===== src/rtl/assert_macros.svh =====
// Assertion macros shared by the RTL modules of the swipe gesture recognizer.
`ifndef ASSERT_MACROS_SVH
`define ASSERT_MACROS_SVH

// Checked only while the block is out of reset.
`define SWR_ASSERT(label, clk, rst_n, prop, msg) \
    label: assert property (@(posedge clk) disable iff (!rst_n) prop) \
        else $error(msg);

// Checked at every clock edge, reset included.
`define SWR_ASSERT_ALWAYS(label, clk, prop, msg) \
    label: assert property (@(posedge clk) prop) \
        else $error(msg);

`endif


===== src/rtl/swr_pkg.sv =====
// Types and constants of the swipe gesture recognizer.
`default_nettype none

package swr_pkg;

    localparam int MASS_W  = 27;
    localparam int SUM_W   = 36;
    localparam int THR_W   = 10;
    localparam int DIR_W   = 3;
    localparam int COUNT_W = 2;
    localparam int PX_W    = 10;
    localparam int PY_W    = 9;

    localparam int FRAME_WIDTH  = 640;
    localparam int FRAME_HEIGHT = 480;

    localparam logic [MASS_W-1:0] MIN_MASS_RST = MASS_W'(10000);
    localparam logic [THR_W-1:0]  MOVE_THR_RST = THR_W'(20);

    localparam int APB_AW = 3;
    localparam int APB_DW = 32;

    // Quotient bits needed below the larger frame edge; anything larger saturates.
    localparam int QUOT_W = $clog2((FRAME_WIDTH > FRAME_HEIGHT) ? FRAME_WIDTH : FRAME_HEIGHT);
    localparam int DIV_SW = MASS_W + QUOT_W;
    localparam int DIV_CW = ((SUM_W > DIV_SW) ? SUM_W : DIV_SW) + 1;
    localparam int STEP_W = $clog2(QUOT_W + 1);

    typedef enum logic [DIR_W-1:0] {
        DIR_NONE  = 3'd0,
        DIR_LEFT  = 3'd1,
        DIR_RIGHT = 3'd2,
        DIR_DOWN  = 3'd3,
        DIR_UP    = 3'd4
    } t_dir;

    typedef enum logic [2:0] {
        S_IDLE,
        S_START,
        S_DIV_X,
        S_DIV_Y,
        S_CLASSIFY,
        S_FINISH
    } t_state;

    typedef enum logic {
        REG_MIN_MASS = 1'b0,
        REG_MOVE_THR = 1'b1
    } t_reg_idx;

    typedef struct packed {
        logic              done;
        logic              ovf;
        logic [QUOT_W-1:0] quot;
    } t_div_res;

endpackage

`default_nettype wire


===== src/rtl/swr_if.sv =====
// Request channels of the swipe gesture recognizer: frame moments in, gestures out.
`default_nettype none

interface swr_in_if import swr_pkg::*; ();
    logic              valid;
    logic              ready;
    logic [MASS_W-1:0] mass;
    logic [SUM_W-1:0]  sum_x;
    logic [SUM_W-1:0]  sum_y;

    modport source (output valid, output mass, output sum_x, output sum_y, input ready);
    modport sink   (input valid, input mass, input sum_x, input sum_y, output ready);
endinterface

interface swr_out_if import swr_pkg::*; ();
    logic               valid;
    logic               ready;
    logic [DIR_W-1:0]   dir_first;
    logic [DIR_W-1:0]   dir_second;
    logic [DIR_W-1:0]   dir_third;
    logic [COUNT_W-1:0] dir_count;

    modport source (output valid, output dir_first, output dir_second, output dir_third,
                    output dir_count, input ready);
    modport sink   (input valid, input dir_first, input dir_second, input dir_third,
                    input dir_count, output ready);
endinterface

`default_nettype wire


===== src/rtl/swr_div.sv =====
// Restoring divider that forms one saturation-aware centroid quotient a bit per cycle.
`default_nettype none
`include "assert_macros.svh"

module swr_div import swr_pkg::*; (
    input  logic              i_clk,
    input  logic              i_rst_n,
    input  logic              i_start,
    input  logic [SUM_W-1:0]  i_dividend,
    input  logic [MASS_W-1:0] i_divisor,
    output t_div_res          o_res
);

    logic              r_busy, n_busy;
    logic              r_done, n_done;
    logic [STEP_W-1:0] r_cnt, n_cnt;
    logic [SUM_W-1:0]  r_rem, n_rem;
    logic [DIV_SW-1:0] r_dsh, n_dsh;
    logic [QUOT_W-1:0] r_quot, n_quot;
    logic              r_ovf, n_ovf;
    logic [DIV_CW-1:0] w_diff;
    logic [DIV_SW-1:0] w_top;

    always_comb begin
        w_top  = {i_divisor, {QUOT_W{1'b0}}};
        w_diff = DIV_CW'(r_rem) - DIV_CW'(r_dsh);
        n_busy = r_busy;
        n_done = 1'b0;
        n_cnt  = r_cnt;
        n_rem  = r_rem;
        n_dsh  = r_dsh;
        n_quot = r_quot;
        n_ovf  = r_ovf;
        if (i_start) begin
            n_busy = 1'b1;
            n_cnt  = STEP_W'(QUOT_W);
            n_rem  = i_dividend;
            n_dsh  = w_top >> 1;
            n_quot = '0;
            n_ovf  = DIV_CW'(w_top) <= DIV_CW'(i_dividend);
        end else if (r_busy) begin
            if (!w_diff[DIV_CW-1]) begin
                n_rem = SUM_W'(w_diff);
            end
            n_quot = {r_quot[QUOT_W-2:0], ~w_diff[DIV_CW-1]};
            n_dsh  = r_dsh >> 1;
            n_cnt  = r_cnt - STEP_W'(1);
            if (r_cnt == STEP_W'(1)) begin
                n_busy = 1'b0;
                n_done = 1'b1;
            end
        end
    end

    always_ff @(posedge i_clk) begin
        if (!i_rst_n) begin
            r_busy <= 1'b0;
            r_done <= 1'b0;
            r_cnt  <= '0;
        end else begin
            r_busy <= n_busy;
            r_done <= n_done;
            r_cnt  <= n_cnt;
        end
        r_rem  <= n_rem;
        r_dsh  <= n_dsh;
        r_quot <= n_quot;
        r_ovf  <= n_ovf;
    end

    assign o_res.done = r_done;
    assign o_res.ovf  = r_ovf;
    assign o_res.quot = r_quot;

    `SWR_ASSERT(a_no_start_busy, i_clk, i_rst_n, (i_start |-> !r_busy), "divider restarted while busy")
    `SWR_ASSERT(a_done_ends_busy, i_clk, i_rst_n, (r_done |-> !r_busy), "divider busy after done")
    `SWR_ASSERT(a_busy_from_start, i_clk, i_rst_n, ($rose(r_busy) |-> $past(i_start)), "divider busy without start")

endmodule

`default_nettype wire


===== src/rtl/swipe_gesture_recognizer_top.sv =====
// Swipe gesture recognizer: marker centroid tracking and direction sequence capture.
//
// Each request carries one frame's marker moments. A frame whose mass exceeds min_mass has
// its centroid formed by one shared restoring divider, x first and then y, one quotient bit
// per cycle. A new frame is accepted only once the previous one has been fully processed
// and the block is back in idle, which includes any wait for the previous gesture to leave
// the output register. A finished gesture waits in that register while the next frame is
// processed.
`default_nettype none
`include "assert_macros.svh"

module swipe_gesture_recognizer_top import swr_pkg::*; #(
    parameter int MAX_DIRS = 3
) (
    input  logic              i_clk,
    input  logic              i_rst_n,
    swr_in_if.sink            i_in,
    swr_out_if.source         o_out,
    input  logic              psel,
    input  logic              penable,
    input  logic              pwrite,
    input  logic [APB_AW-1:0] paddr,
    input  logic [APB_DW-1:0] pwdata,
    output logic [APB_DW-1:0] prdata,
    output logic              pready
);

    localparam int CNT_W = $clog2(MAX_DIRS + 1);
    localparam int IDX_W = (MAX_DIRS > 1) ? $clog2(MAX_DIRS) : 1;
    localparam int DS_W  = PX_W + 2;

    function automatic logic [QUOT_W-1:0] sat_coord(input t_div_res res,
                                                    input logic [QUOT_W-1:0] lim);
        return (res.ovf || (res.quot > lim)) ? lim : res.quot;
    endfunction

    logic [MASS_W-1:0] r_min_mass;
    logic [THR_W-1:0]  r_move_thr;

    t_state            r_state, n_state;
    logic [MASS_W-1:0] r_mass, n_mass;
    logic [SUM_W-1:0]  r_sum_x, n_sum_x;
    logic [SUM_W-1:0]  r_sum_y, n_sum_y;
    logic [PX_W-1:0]   r_cx, n_cx;
    logic [PY_W-1:0]   r_cy, n_cy;
    logic              r_have_prev, n_have_prev;
    logic [PX_W-1:0]   r_prev_x, n_prev_x;
    logic [PY_W-1:0]   r_prev_y, n_prev_y;
    logic              r_moved, n_moved;
    t_dir              r_cur_dir, n_cur_dir;
    t_dir              r_last, n_last;
    t_dir              r_store [MAX_DIRS];
    t_dir              n_store [MAX_DIRS];
    logic [CNT_W-1:0]  r_count, n_count;

    logic               r_out_valid, n_out_valid;
    t_dir               r_out_first, n_out_first;
    t_dir               r_out_second, n_out_second;
    t_dir               r_out_third, n_out_third;
    logic [COUNT_W-1:0] r_out_count, n_out_count;

    logic              w_seen;
    logic              w_emit;
    logic              w_out_load;
    logic              w_div_start;
    logic [SUM_W-1:0]  w_div_dividend;
    t_div_res          w_div_res;
    logic signed [DS_W-1:0] w_dx, w_dy, w_t;
    logic              w_dx_small, w_dy_small;
    t_dir              w_pad [3];
    logic              w_cfg_write;

    assign pready      = 1'b1;
    assign w_cfg_write = psel && penable && pwrite && pready;

    always_ff @(posedge i_clk) begin
        if (!i_rst_n) begin
            r_min_mass <= MIN_MASS_RST;
            r_move_thr <= MOVE_THR_RST;
        end else if (w_cfg_write) begin
            unique case (t_reg_idx'(paddr[2]))
                REG_MIN_MASS: r_min_mass <= pwdata[MASS_W-1:0];
                REG_MOVE_THR: r_move_thr <= pwdata[THR_W-1:0];
                default:      r_min_mass <= r_min_mass;
            endcase
        end
    end

    always_comb begin
        unique case (t_reg_idx'(paddr[2]))
            REG_MIN_MASS: prdata = APB_DW'(r_min_mass);
            REG_MOVE_THR: prdata = APB_DW'(r_move_thr);
            default:      prdata = '0;
        endcase
    end

    for (genvar g = 0; g < 3; g++) begin : g_pad
        if (g < MAX_DIRS) begin : g_used
            assign w_pad[g] = r_store[g];
        end else begin : g_absent
            assign w_pad[g] = DIR_NONE;
        end
    end

    assign w_seen         = r_mass > r_min_mass;
    assign w_div_start    = ((r_state == S_START) && w_seen)
                            || ((r_state == S_DIV_X) && w_div_res.done);
    assign w_div_dividend = (r_state == S_DIV_X) ? r_sum_y : r_sum_x;

    swr_div u_div (
        .i_clk      (i_clk),
        .i_rst_n    (i_rst_n),
        .i_start    (w_div_start),
        .i_dividend (w_div_dividend),
        .i_divisor  (r_mass),
        .o_res      (w_div_res)
    );

    always_comb begin
        w_dx       = $signed({2'b00, r_cx}) - $signed({2'b00, r_prev_x});
        w_dy       = $signed({3'b000, r_cy}) - $signed({3'b000, r_prev_y});
        w_t        = $signed({2'b00, r_move_thr});
        w_dx_small = (w_dx < w_t) && (w_dx > -w_t);
        w_dy_small = (w_dy < w_t) && (w_dy > -w_t);
        w_emit     = ((r_mass == '0) && r_moved) || (r_count >= CNT_W'(MAX_DIRS));
        w_out_load = (r_state == S_FINISH) && w_emit && (!r_out_valid || o_out.ready);

        n_state      = r_state;
        n_mass       = r_mass;
        n_sum_x      = r_sum_x;
        n_sum_y      = r_sum_y;
        n_cx         = r_cx;
        n_cy         = r_cy;
        n_have_prev  = r_have_prev;
        n_prev_x     = r_prev_x;
        n_prev_y     = r_prev_y;
        n_moved      = r_moved;
        n_cur_dir    = r_cur_dir;
        n_last       = r_last;
        n_store      = r_store;
        n_count      = r_count;
        n_out_valid  = r_out_valid && !o_out.ready;
        n_out_first  = r_out_first;
        n_out_second = r_out_second;
        n_out_third  = r_out_third;
        n_out_count  = r_out_count;

        unique case (r_state)
            S_IDLE: begin
                if (i_in.valid) begin
                    n_mass  = i_in.mass;
                    n_sum_x = i_in.sum_x;
                    n_sum_y = i_in.sum_y;
                    n_state = S_START;
                end
            end
            S_START: begin
                n_state = w_seen ? S_DIV_X : S_FINISH;
            end
            S_DIV_X: begin
                if (w_div_res.done) begin
                    n_cx    = PX_W'(sat_coord(w_div_res, QUOT_W'(FRAME_WIDTH - 1)));
                    n_state = S_DIV_Y;
                end
            end
            S_DIV_Y: begin
                if (w_div_res.done) begin
                    n_cy    = PY_W'(sat_coord(w_div_res, QUOT_W'(FRAME_HEIGHT - 1)));
                    n_state = S_CLASSIFY;
                end
            end
            S_CLASSIFY: begin
                n_moved = 1'b1;
                if (r_have_prev) begin
                    priority if ((w_dy < -w_t) && w_dx_small) begin
                        n_cur_dir = DIR_UP;
                    end else if ((w_dy > w_t) && w_dx_small) begin
                        n_cur_dir = DIR_DOWN;
                    end else if ((w_dx < -w_t) && w_dy_small) begin
                        n_cur_dir = DIR_RIGHT;
                    end else if ((w_dx > w_t) && w_dy_small) begin
                        n_cur_dir = DIR_LEFT;
                    end else begin
                        n_cur_dir = r_cur_dir;
                    end
                end
                n_have_prev = 1'b1;
                n_prev_x    = r_cx;
                n_prev_y    = r_cy;
                n_state     = S_FINISH;
            end
            S_FINISH: begin
                if (w_emit) begin
                    if (w_out_load) begin
                        n_out_valid  = 1'b1;
                        n_out_first  = w_pad[0];
                        n_out_second = w_pad[1];
                        n_out_third  = w_pad[2];
                        n_out_count  = (r_count > CNT_W'(3)) ? COUNT_W'(3) : COUNT_W'(r_count);
                        n_have_prev  = 1'b0;
                        n_prev_x     = '0;
                        n_prev_y     = '0;
                        n_moved      = 1'b0;
                        n_cur_dir    = DIR_NONE;
                        n_last       = DIR_NONE;
                        n_count      = '0;
                        for (int i = 0; i < MAX_DIRS; i++) begin
                            n_store[i] = DIR_NONE;
                        end
                        n_state = S_IDLE;
                    end
                end else begin
                    if ((r_last != r_cur_dir) && (r_count < CNT_W'(MAX_DIRS))) begin
                        n_store[r_count[IDX_W-1:0]] = r_cur_dir;
                        n_count = r_count + CNT_W'(1);
                        n_last  = r_cur_dir;
                    end
                    n_state = S_IDLE;
                end
            end
            default: begin
                n_state = S_IDLE;
            end
        endcase
    end

    always_ff @(posedge i_clk) begin
        if (!i_rst_n) begin
            r_state     <= S_IDLE;
            r_have_prev <= 1'b0;
            r_prev_x    <= '0;
            r_prev_y    <= '0;
            r_moved     <= 1'b0;
            r_cur_dir   <= DIR_NONE;
            r_last      <= DIR_NONE;
            r_count     <= '0;
            r_out_valid <= 1'b0;
            for (int i = 0; i < MAX_DIRS; i++) begin
                r_store[i] <= DIR_NONE;
            end
        end else begin
            r_state     <= n_state;
            r_have_prev <= n_have_prev;
            r_prev_x    <= n_prev_x;
            r_prev_y    <= n_prev_y;
            r_moved     <= n_moved;
            r_cur_dir   <= n_cur_dir;
            r_last      <= n_last;
            r_count     <= n_count;
            r_out_valid <= n_out_valid;
            r_store     <= n_store;
        end
        r_mass       <= n_mass;
        r_sum_x      <= n_sum_x;
        r_sum_y      <= n_sum_y;
        r_cx         <= n_cx;
        r_cy         <= n_cy;
        r_out_first  <= n_out_first;
        r_out_second <= n_out_second;
        r_out_third  <= n_out_third;
        r_out_count  <= n_out_count;
    end

    assign i_in.ready       = (r_state == S_IDLE);
    assign o_out.valid      = r_out_valid;
    assign o_out.dir_first  = r_out_first;
    assign o_out.dir_second = r_out_second;
    assign o_out.dir_third  = r_out_third;
    assign o_out.dir_count  = r_out_count;

    `SWR_ASSERT(a_div_done_in_div, i_clk, i_rst_n, (w_div_res.done |-> (r_state == S_DIV_X || r_state == S_DIV_Y)), "divider result outside a divide state")
    `SWR_ASSERT(a_emit_clears, i_clk, i_rst_n, (w_out_load |=> (r_count == '0 && !r_moved && !r_have_prev)), "gesture not cleared after emission")
    `SWR_ASSERT(a_count_bound, i_clk, i_rst_n, (r_count <= CNT_W'(MAX_DIRS)), "direction count beyond store depth")
    `SWR_ASSERT_ALWAYS(a_last_empty, i_clk, ((r_count == '0) |-> (r_last == DIR_NONE)), "last direction set with empty store")

endmodule

`default_nettype wire

===== src/flat_wrapper.sv =====
// flat-port wrapper written by rule: the top's interface ports become plain ports
module swipe_gesture_recognizer_top_flat import swr_pkg::*;
#(
    parameter int MAX_DIRS = 3
)
  (i_clk, i_rst_n, psel, penable, pwrite, paddr, pwdata, prdata, pready, i_in_valid, i_in_mass, i_in_sum_x, i_in_sum_y, i_in_ready, o_out_valid, o_out_dir_first, o_out_dir_second, o_out_dir_third, o_out_dir_count, o_out_ready);
  swr_in_if i_in_i ();
  swr_out_if o_out_i ();
  input  logic i_clk;
  input  logic i_rst_n;
  input  logic psel;
  input  logic penable;
  input  logic pwrite;
  input  logic [APB_AW-1:0] paddr;
  input  logic [APB_DW-1:0] pwdata;
  output logic [APB_DW-1:0] prdata;
  output logic pready;
  input wire logic [$bits(i_in_i.valid)-1:0] i_in_valid;
  input wire logic [$bits(i_in_i.mass)-1:0] i_in_mass;
  input wire logic [$bits(i_in_i.sum_x)-1:0] i_in_sum_x;
  input wire logic [$bits(i_in_i.sum_y)-1:0] i_in_sum_y;
  output wire logic [$bits(i_in_i.ready)-1:0] i_in_ready;
  output wire logic [$bits(o_out_i.valid)-1:0] o_out_valid;
  output wire logic [$bits(o_out_i.dir_first)-1:0] o_out_dir_first;
  output wire logic [$bits(o_out_i.dir_second)-1:0] o_out_dir_second;
  output wire logic [$bits(o_out_i.dir_third)-1:0] o_out_dir_third;
  output wire logic [$bits(o_out_i.dir_count)-1:0] o_out_dir_count;
  input wire logic [$bits(o_out_i.ready)-1:0] o_out_ready;
  assign i_in_i.valid = i_in_valid;
  assign i_in_i.mass = i_in_mass;
  assign i_in_i.sum_x = i_in_sum_x;
  assign i_in_i.sum_y = i_in_sum_y;
  assign i_in_ready = i_in_i.ready;
  assign o_out_valid = o_out_i.valid;
  assign o_out_dir_first = o_out_i.dir_first;
  assign o_out_dir_second = o_out_i.dir_second;
  assign o_out_dir_third = o_out_i.dir_third;
  assign o_out_dir_count = o_out_i.dir_count;
  assign o_out_i.ready = o_out_ready;
  swipe_gesture_recognizer_top #(.MAX_DIRS(MAX_DIRS)) u_core (.i_clk(i_clk), .i_rst_n(i_rst_n), .i_in(i_in_i), .o_out(o_out_i), .psel(psel), .penable(penable), .pwrite(pwrite), .paddr(paddr), .pwdata(pwdata), .prdata(prdata), .pready(pready));
endmodule

===== config.mk =====
export PLATFORM = sky130hd
export DESIGN_NAME = swipe_gesture_recognizer_top_flat
export DESIGN_NICKNAME = d
export VERILOG_FILES = /design/src/rtl/swr_pkg.sv /design/src/rtl/swr_if.sv /design/src/rtl/swr_div.sv /design/src/rtl/swipe_gesture_recognizer_top.sv /design/src/flat_wrapper.sv
export VERILOG_INCLUDE_DIRS = /design/src /design/src/rtl
export SDC_FILE = /design/constraint.sdc
export NUM_CORES = 1
export LEC_CHECK = 0
export BUFFER_PORTS_ARGS = -buffer_cell sky130_fd_sc_hd__buf_2
export CAP_MARGIN = 20
export CELL_PAD_IN_SITES_DETAIL_PLACEMENT = 1
export CELL_PAD_IN_SITES_GLOBAL_PLACEMENT = 1
export CORE_AREA = 5 5 241 243
export DETAILED_ROUTE_END_ITERATION = 8
export DIE_AREA = 0 0 246 248
export HOLD_SLACK_MARGIN = 0.15
export PLACE_DENSITY = 0.54
export SETUP_SLACK_MARGIN = 0.2
export SLEW_MARGIN = 20
export SYNTH_ARGS = -nofsm -noshare
export SYNTH_HDL_FRONTEND = slang
export SYNTH_SLANG_ARGS = --single-unit

===== constraint.sdc =====
create_clock -name i_clk -period 5.6 [get_ports i_clk]
set_input_delay 1.12 -clock i_clk [delete_from_list [all_inputs] [get_ports i_clk]]
set_output_delay 1.12 -clock i_clk [all_outputs]
set_load 0.005 [all_outputs]

# Word level (Yosys, flattened, before mapping)
# Cells that the tools add are included.
# totals
register_bits	296
output_inout_bits	46
# classes
eq_ne	17
bitwise	5
magnitude_cmp	17
reduce_logical	41
n_mux	49
addsub	6
# op_table
op	count
$mux 36	6
$pmux 32 s2	1
$mux 3	15
$le 37x36->1	1
$sub 36x36->37	1
$mux 9	4
$gt 27x27->1	1
$logic_not 27->1	1
$gt 12x11->1	2
$gt 12x12->1	2
$lt 12x11->1	2
$lt 12x12->1	2
$mux 10	2
$pmux 10 s2	1
$pmux 3 s6	1
$pmux 9 s2	1
$logic_and 1x1->1	16
$neg 10->12	1
$reduce_and 2->1	6
$sub 10x10->11	1
$gt 10x10->1 const B	1
$gt 10x9->1 const B	1
$ne 2x2->1 const B	5
$sub 9x9->10	1
other kinds (33)	60

# Depth between registers and ports, before layout
# Gate-level depths: netlist (run 1).
# depth
word_depth	10
mapped_depth	21
ltp_nobuf	21

# Cells and area by module
# From an unflattened synthesis (run 1), not the netlist that was laid out.
# hier_totals
cells_unflattened	1737
hier_area_um2	17231.5
# by_module_without_submodules
mod	area_each_um2	cells_per_inst	n_inst	seq_area_each_um2
swipe_gesture_recognizer_top	10635.2	984	1	5435.2
swr_div	6596.3	753	1	2422.3

# Worst setup path before layout (run 1)
# OpenSTA, ideal clock, no wires.
# synth_path
kind	register -> register
start	reg u_core.r_cx[1]
end	reg u_core.r_cur_dir[0]
stages_incl_launch_ff	19
t_required_ps	5483
setup_slack_ps	1442
n_path_buf	0
arrival_ps	4040
cell_sequence	edfxtp_1 -> ha_1 -> a21o_1 -> a21o_1 -> a21o_1 -> a21o_1 -> a21o_1 -> a21o_1 -> a2111oi_0 -> nand4b_1 -> ha_1 -> a21oi_1 -> o22ai_1 -> nor4b_1 -> o21ai_0 -> nor4b_2 -> nand4b_1 -> o221ai_1 -> a32o_1
# synth_via
elab_chain_cells	8
word_cells_on_any_way	17
cone_classes	add/sub (1); order compare (4); eq/ne (1); mux (5); reduce/logical (6)
# synth_rtl
element	line_no	rtl
start, declared	swipe_gesture_recognizer_top.sv:44	logic [PX_W-1:0] r_cx, n_cx;
start signal, assigned	swipe_gesture_recognizer_top.sv:256	r_cx <= n_cx;
$sub 10x10->11 *	swipe_gesture_recognizer_top.sv:120	w_dx = $signed({2'b00, r_cx}) - $signed({2'b00, r_prev_x});
$lt 12x12->1 (tied with other cells)	swipe_gesture_recognizer_top.sv:179	end else if ((w_dx < -w_t) && w_dy_small) begin
$logic_and 1x1->1 (on tied branches)	swipe_gesture_recognizer_top.sv:179, swipe_gesture_recognizer_top.sv:123	
$mux 3 or $logic_and 1x1->1 (tied branches)	swipe_gesture_recognizer_top.sv:179, swipe_gesture_recognizer_top.sv:177	
$mux 3	swipe_gesture_recognizer_top.sv:177	end else if ((w_dy > w_t) && w_dx_small) begin
$mux 3	swipe_gesture_recognizer_top.sv:175	priority if ((w_dy < -w_t) && w_dx_small) begin
$mux 3	swipe_gesture_recognizer_top.sv:174	if (r_have_prev) begin
$pmux 3 s2	swipe_gesture_recognizer_top.sv:148	unique case (r_state)
end signal, assigned	swipe_gesture_recognizer_top.sv:247	r_cur_dir <= n_cur_dir;
end, declared	swipe_gesture_recognizer_top.sv:50	t_dir r_cur_dir, n_cur_dir;
# Every way passes the cells marked *; elsewhere a longest branch is shown, timed or not. The select of a mux whose other input is x is not followed.
# A chain may end at the register's enable or synchronous reset.

# Worst setup path in the final report (run 1)
# Ends and elaborated chain as after synthesis.

==> results of run 1 <==
cell usage after synthesis (4+ instances only):
cell,n
nor4b_1,4
and3_1,9
nand4b_1,4
nor3_1,20
buf_1,4
a211oi_1,7
o211ai_1,10
a22oi_1,9
a21o_1,31
nand4_1,25
and2_1,8
ha_1,157
nand3_1,44
inv_1,123
o21bai_1,10
and4_1,4
o2111ai_1,4
xor2_1,19
o21a_1,11
a31oi_1,11
edfxtp_1,193
a2111oi_0,5
dfxtp_1,103
nor2b_1,12
or2_2,9
nor4_1,17
o21ai_0,65
nor2_1,144
or3_1,12
xnor2_1,36
nand2b_1,21
mux2i_1,63
buf_4,6
a211o_1,5
buf_2,12
a21oi_1,145
nand2_1,205
clkbuf_1,40
area by class of cell:
cell class,instances,area share
timing repair buffer,182,0.0488
sequential,296,0.405
tap,756,0.0488
multi-input combinational,1185,0.408
clock inverter,20,0.0126
clock buffer,47,0.0529
inverter,124,0.0240
registers in the layout, summed over array words and instances (netlist names), 9 cells and up:
name / flops
u_core.r_sum_x: 36
u_core.r_mass: 27
u_core.r_prev_y: 9
u_core.u_div.r_dsh: 36
u_core.u_div.r_rem: 36
u_core.r_min_mass: 27
u_core.r_store: 9
u_core.r_sum_y: 36
u_core.r_move_thr: 10
u_core.r_cx: 10
u_core.u_div.r_quot: 10
u_core.r_cy: 9
u_core.r_prev_x: 10
power groups by stage:
| stage | clock [mW] | combinational [mW] | sequential (mW) |
|---|---|---|---|
| final | 2.52 | 2.33 | 2.99 |
| after global routing | 2.70 | 2.65 | 3.02 |
| after CTS | 2.62 | 2.36 | 2.99 |
| after detailed placement | 0 | 2.34 | 3.03 |
| after global placement | 0 | 2.28 | 3.02 |
| after floorplan | 0 | 1.74 | 2.93 |
kinds of logic (layout without fill, tap and decap cells):
logic type	count (synthesis)	count (layout)
flip-flops	296	296
buffers and inverters	186	373
multiplexers	66	66
XOR/XNOR	55	55
AND/OR/NAND/NOR	547	547
adder cells (fa/ha/maj)	160	160
other	2	6
AO/OA/AOI/OAI	351	351
metrics by stage:
stage | setup slack (ns) | cell area (um^2) | hold slack [ns] | power [mW]
after detailed placement | 0.659 | 18100 | 0.430 | 5.37
after CTS | 0.626 | 19400 | 0.441 | 7.96
final | 0.598 | 19400 | 0.444 | 7.83
after global placement | 0.855 | 18100 | 0.431 | 5.30
after floorplan | 1.44 | 16500 | 0.409 | 4.67
after global routing | 0.328 | 19400 | 0.467 | 8.36
layer usage:
metal | up-vias | share of wire
li1 | 6302 | -
met1 | 6193 | 0.48
met2 | 197 | 0.47
met3 | 61 | 0.035
met4 | 0 | 0.021
met5 | - | 0
final timing paths:
path / from / endpoint / slack [ns] / depth (start not counted)
max: u_core.r_cx[1]$_SDFFCE_PP1P_ / u_core.r_cur_dir[0]$_SDFFE_PN0P_ / 0.60 / 19
min: u_core.r_store[8]$_SDFFE_PN0P_ / u_core.o_out.dir_first[2]$_DFFE_PP_ / 0.44 / 0
max reg2reg: u_core.r_cx[1]$_SDFFCE_PP1P_ / u_core.r_cur_dir[0]$_SDFFE_PN0P_ / 0.60 / 19
min reg2reg: u_core.r_store[8]$_SDFFE_PN0P_ / u_core.o_out.dir_first[2]$_DFFE_PP_ / 0.44 / 0
critical path: stages (launching register included):
cell	delay, ns
edfxtp_1	0.45
ha_1	0.30
a21o_1	0.17
a21o_1	0.20
a21o_1	0.18
a21o_1	0.20
a21o_1	0.18
a21o_1	0.22
a2111oi_0	0.44
nand4b_1	0.22
ha_1	0.18
nand4_1	0.16
o22ai_1	0.25
nor4b_1	0.09
o21ai_0	0.35
o211a_1	0.31
o311ai_0	0.22
nand4b_1	0.22
o221ai_1	0.21
a32o_1	0.33
==> summary.md, run 1 <==
| Metric | Value |
|---|---|
| Number of flops mapped to enable cells by yosys | 193 |
| Worst EP required | 6.03 ns |
| Max-slew headroom | 0.345 |
| Post-layout min period | 5.00 ns |
| Leading area contributor after synthesis | edfxtp_1 |
| CTS Sinks | 296 |
| Top Ports | 187 |
| Max-Cap Viols | 0 |
| Ys flop type | edfxtp_1 |
| CORE AREA | 0.0557 mm^2 |
| XOR/XNOR share of the synthesized area | 0.0293 |
| Starting Density | 0.295 |
| Root buffer cell | clkbuf_16 |
| Clk_lat worst skew | about 0.55 ns |
| Synth async-reset ratio | 0 |
| Vias post-DR | 12,753 |
| Largest family of logic cells by synthesized area | simple AND/OR/NAND/NOR gates |
| Combinational share of power | 0.297 |
| Post-synthesis compound-gate area fraction | 0.132 |
| Antenna violations before repair | 0 |
| GRT Residual Overflow | 0 |
| Switching portion of total power | 0.329 |
| Rows | 87 |
| Post-synthesis simple-gate area fraction | 0.153 |
| Total Wirelength | 49,400 um |
| Final ANT Viol Nets | 0 |
| Vias in the first global route | 13,382 |
| Tcrit/Tclk final | 0.893 |
| Max Clock Skew | 0.0103 ns |
| Bufs on Longest Clock Path | 3 |
| TritonCTS Buffers | 37 |
| # resized after CTS | 0 |
| Fin nets | around 2,100 |
| Post-route insts no fill | ~2,600 |
| Remaining DRCs | 0 |
| CTS tree | done |
| Psw | 2.57 mW |
| Met3 usage in global routing | 0.0239 |
| Hold-fix buffers, CTS | 0 |
| Measured slew at the worst slew-check pin | 0.957 ns |
| Type of origin of the critical path | flip-flop |
| P_int | between 5 and 6 mW |
| Area grow syn2layout | 17.8% |
| DR iter-0 viols | 503 |
| Fillers | 6,352 |
| First-pass GRT wire length | around 76,000 um |
| GPL Wtd Cong | roughly 0.83 |
| Die X-Extent | 246 um |
| Cell Pwr Density | roughly 400 mW/mm^2 |
| Top-area cell type share of the netlist area | 0.352 |
| Reg clk slew, reported paths | 0.06 ns |
| Setup bufs post-CTS | 0 |
| Hpwl dp | 37,500 um |
| Share of layout cells above drive strength 1 | 0.141 |
| Final core occ | 0.348 |
| Adder-cell area share of the yosys netlist | 0.123 |
| Critical path arrival | between 5 and 6 ns |
| Critical path class | reg -> reg |
| Most frequent cells in the layout | 205 x nand2_1, 193 x edfxtp_1, 173 x buf_2 |
| Register area share after synthesis | 0.477 |
| Synth top area cells | edfxtp_1 35%, dfxtp_1 13%, ha_1 12% |
| Syn_area_per_cell | 9.90 um^2 |
| Routed len/inst | 18.9 um |
| Worst min-delay path category | reg -> reg |
| Inst Count DP | about 2,500 |
| Port Buffers | 173 |
| Multi-input combinational cell area | 0.00791 mm^2 |
| Drt first pass iters | 4 |
| Drt via density | 4.89 |
| Slew Viols, Final | 0 |
| Peak Freq | between 150 and 200 MHz |
| Crit. End Element | flip-flop |
| Final setup TNS | 0 ns |
| Cells after Synth | 1,663 |
| Synth Cell Area | roughly 0.016 mm^2 |
| Leakage power | 7.51 nW |
| Die area | 0.0610 mm^2 |
| Die Ht | 248 um |
| Routing usage on met1 | 0.215 |
| Fraction of synthesized area in multiplexers | 0.0404 |
| Gr busiest metal | met2 |
| Hold Violations, Final | 0 |
| H-tree levels | 2 |
| Maximum fanout along the worst path | 4 |
| Library cells used by synthesis | 74 |
| RSZ-0062 raised after global routing | no |
| Synth warn | 0 |
| Inserted Diodes | 0 |
| Status | complete, no violations |
| Final setup fails | 0 |
| FF/Latch Area | 0.00786 mm^2 |
| Yosys reg bits | 296 |
| Gr usage total | 0.158 |
| Clock network fraction of total power | 0.321 |
| Pin count of the biggest net entering global routing | 146 |
| Sequential power share | 0.381 |
| Grt met2 use | 0.264 |
| Worst VDD drop | 277 uV |
| Commonest non-fill, non-tap cell in the layout | nand2_1 |
(Power assumes the default switching activity.)
==> run 2: changes to the inputs <==
--- a/config.mk
+++ b/config.mk
@@ -6,13 +6,14 @@
 export SDC_FILE = /design/constraint.sdc
 export NUM_CORES = 1
 export LEC_CHECK = 0
+export ABC_CLOCK_PERIOD_IN_PS = 5600
 export BUFFER_PORTS_ARGS = -buffer_cell sky130_fd_sc_hd__buf_2
 export CAP_MARGIN = 20
 export CELL_PAD_IN_SITES_DETAIL_PLACEMENT = 1
 export CELL_PAD_IN_SITES_GLOBAL_PLACEMENT = 1
-export CORE_AREA = 5 5 241 243
+export CORE_AREA = 3 3 239 241
 export DETAILED_ROUTE_END_ITERATION = 8
-export DIE_AREA = 0 0 246 248
+export DIE_AREA = 0 0 242 244
 export HOLD_SLACK_MARGIN = 0.15
 export PLACE_DENSITY = 0.54
 export SETUP_SLACK_MARGIN = 0.2
==> run 2 against run 1 <==
  * Clock skew grew 0.014 ns
  * First-iteration DRC count grew 2.2%
  * Hold slack lost 0.0012 ns
  * Critical path depth is the same
  * Final cell count shrank 0.50%
  * Combinational power is essentially flat
  * Clock power shrank 9.9%
  * Fmax grew 1.0%
  * Via count shrank 0.71%
  * Global-route usage grew 0.53 points
==> summary.md, run 2 (synthesis gave the netlist of run 1 again) <==
| Metric | Value |
|---|---|
| Status | complete, no violations (unchanged) |
| Drt via density | 4.88 (was 4.89) |
| Critical path arrival | 5.38 ns (was 5.43 ns) |
| Slew Viols, Final | 0 (unchanged) |
| Maximum fanout along the worst path | 4 (unchanged) |
| GRT Residual Overflow | 0 (unchanged) |
| Die X-Extent | 242 um (was 246 um) |
| Remaining DRCs | 0 (unchanged) |
| Measured slew at the worst slew-check pin | 1.07 ns (was 0.957 ns) |
| Hold-fix buffers, CTS | 0 (unchanged) |
| Critical Path Max Stage Delay | 0.44 ns (was 0.45 ns) |
| Worst min-delay path category | reg -> reg (unchanged) |
| R2r startpoint | u_core.r_cx[1]$_SDFFCE_PP1P_ (unchanged) |
| Setup bufs post-CTS | 0 (unchanged) |
| First-pass GRT wire length | 76,100 um (was 75,800 um) |
| Crit. End Element | flip-flop (unchanged) |
| CP cell instances | ha_1 > a21o_1 > a21o_1 > a21o_1 > a21o_1 > a21o_1 > a21o_1 > a2111oi_0 > nand4b_1 > ha_1 > nand4_1 > o22ai_1 > nor4b_1 > o21ai_0 > o211a_1 > o311ai_0 > nand4b_1 > o221ai_1 > a32o_1 (unchanged) |
| Max-slew headroom | 0.289 (was 0.345) |
| Reg clk slew, reported paths | 0.06 ns (about the same) |
| Antenna violations before repair | 0 (unchanged) |
| CTS Sinks | 296 (unchanged) |
| Max-Cap Viols | 0 (unchanged) |
| Die area | 0.0590 mm^2 (was 0.0610 mm^2) |
| Max Used Layer | met4 (unchanged) |
| CTS tree | done (unchanged) |
| Rows | 86 (was 87) |
| CP dominant cell by count | a21o_1 (unchanged) |
| Fillers | 6,307 (was 6,352) |
| Bufs on Longest Clock Path | 3 (unchanged) |
| Worst VDD drop | 211 uV (was 277 uV) |
| Fin nets | 2,125 (was 2,127) |
| Final setup fails | 0 (unchanged) |
| Hold Violations, Final | 0 (unchanged) |
| Vias post-DR | 12,663 (was 12,753) |
| Clk_lat worst skew | 0.55 ns (about the same) |
| Drt first pass iters | 4 (unchanged) |
| Vias in the first global route | 13,307 (was 13,382) |
| Post-layout power | 7.60 mW (was 7.83 mW) |
| Tcrit/Tclk final | 0.884 (was 0.893) |
| GPL Wtd Cong | 0.831 (was 0.828) |
| TritonCTS Buffers | 36 (was 37) |
| Worst EP required | 6.03 ns (about the same) |
| Family with the most delay on the worst path | compound AO/OA/AOI/OAI gates (unchanged) |
| Root buffer cell | clkbuf_16 (unchanged) |
| Met3 Wirelength | 1590 um (was 1710 um) |
| Area grow syn2layout | 16.8% (was 17.8%) |
| Share of layout cells above drive strength 1 | 0.138 (was 0.141) |
| Total Wirelength | 48,700 um (was 49,400 um) |
| Most frequent cells in the layout | 205 x nand2_1, 193 x edfxtp_1, 173 x buf_2 (unchanged) |
| DR iter-0 viols | 514 (was 503) |
| Gr usage total | 0.163 (was 0.158) |
| DR WL met2 | 22,300 um (was 23,100 um) |
| Hold path start | u_core.r_store[7]$_SDFFE_PN0P_ (was u_core.r_store[8]$_SDFFE_PN0P_) |
| M1 WL | 23,600 um (about the same) |
| R2R setup slack | 0.65 ns (was 0.60 ns) |
| Die Ht | 244 um (was 248 um) |
| Starting Density | 0.299 (was 0.295) |
| Routed len/inst | 18.7 um (was 18.9 um) |
| RSZ-0062 raised after global routing | no (unchanged) |
| Top Ports | 187 (unchanged) |
| Worst hold margin | 0.443 ns (was 0.444 ns) |
| Final ANT Viol Nets | 0 (unchanged) |
| Cell Pwr Density | 395 mW/mm^2 (was 404 mW/mm^2) |
| Hpwl dp | 36,700 um (was 37,500 um) |
| Commonest non-fill, non-tap cell in the layout | nand2_1 (unchanged) |
| Final core occ | 0.349 (was 0.348) |
| Peak Freq | 202 MHz (was 200 MHz) |
| WHS Path Cells | 0 (unchanged) |
| Pin count of the biggest net entering global routing | 145 (was 146) |
| Final setup TNS | 0 ns (unchanged) |
| H-tree levels | 2 (unchanged) |
| Hold EP | u_core.o_out.dir_first[1]$_DFFE_PP_ (was u_core.o_out.dir_first[2]$_DFFE_PP_) |
| Port Buffers | 173 (unchanged) |
| Critical path buffers and inverters | 0 (unchanged) |
| R2R depth | 19 (unchanged) |
| Leakage power | 7.44 nW (was 7.51 nW) |
| Slowest-stage cell, CP | o21ai_0 (was edfxtp_1) |
| Post-layout min period | 4.95 ns (was 5.00 ns) |
| Max Clock Skew | 0.0244 ns (was 0.0103 ns) |
| Inserted Diodes | 0 (unchanged) |
| R2r endpoint | u_core.r_cur_dir[0]$_SDFFE_PN0P_ (unchanged) |
| # resized after CTS | 0 (unchanged) |
| Critical path class | reg -> reg (unchanged) |
| CORE AREA | 0.0551 mm^2 (was 0.0557 mm^2) |
| Type of origin of the critical path | flip-flop (unchanged) |
## run 2: per-layer routing
metal  track usage  up-vias
li1              -     6268
met3        0.0232       62
met4        0.0500        0
met1         0.223     6151
met5             0        -
met2         0.268      182
## run 2: how the worst max path moves through the flow
stage,cells past startpoint,slack [ns],to,startpoint
2_1_floorplan,18,1.44,u_core.r_cur_dir[0]$_SDFFE_PN0P_,u_core.r_cx[1]$_SDFFCE_PP1P_
3_3_place_gp,19,0.85,u_core.r_cur_dir[0]$_SDFFE_PN0P_,u_core.r_cx[1]$_SDFFCE_PP1P_
3_5_place_dp,19,0.73,u_core.r_cur_dir[0]$_SDFFE_PN0P_,u_core.r_cx[1]$_SDFFCE_PP1P_
4_1_cts,19,0.67,u_core.r_cur_dir[0]$_SDFFE_PN0P_,u_core.r_cx[1]$_SDFFCE_PP1P_
5_1_grt,19,0.33,u_core.r_cur_dir[0]$_SDFFE_PN0P_,u_core.r_cx[1]$_SDFFCE_PP1P_
6_report,19,0.65,u_core.r_cur_dir[0]$_SDFFE_PN0P_,u_core.r_cx[1]$_SDFFCE_PP1P_
## run 2: worst register-to-register path: stages, from the launching register on
cell	delay, ns
edfxtp_1	0.43
ha_1	0.30
a21o_1	0.19
a21o_1	0.20
a21o_1	0.18
a21o_1	0.20
a21o_1	0.18
a21o_1	0.21
a2111oi_0	0.40
nand4b_1	0.21
ha_1	0.18
nand4_1	0.14
o22ai_1	0.20
nor4b_1	0.07
o21ai_0	0.44
o211a_1	0.34
o311ai_0	0.21
nand4b_1	0.20
o221ai_1	0.23
a32o_1	0.33
## run 2: power by group
part | internal (mW) | switching, mW | leakage, nW
Sequential | 2.78 | 0.203 | 2.63
Combinational | 0.909 | 1.43 | 4.25
Clock | 1.33 | 0.943 | 0.549
Total | 5.02 | 2.58 | 7.44
## run 2: through the flow
stage | setup WS [ns] | std cells | instance area [um^2]
2_1_floorplan | 1.44 | 1667 | 16500
3_3_place_gp | 0.853 | 2534 | 18100
3_5_place_dp | 0.728 | 2534 | 18100
4_1_cts | 0.672 | 2597 | 19200
5_1_grt | 0.326 | 2597 | 19200
6_report | 0.648 | 2597 | 19200
## run 2: cell type report
class / instances / area, um^2 / share of cell area
multi-input combinational: 1185 / 7910 / 0.411
sequential: 296 / 7860 / 0.409
clock buffer: 54 / 1040 / 0.0541
timing repair buffer: 181 / 938 / 0.0488
tap: 748 / 936 / 0.0487
inverter: 124 / 465 / 0.0242
clock inverter: 9 / 80.1 / 0.00416
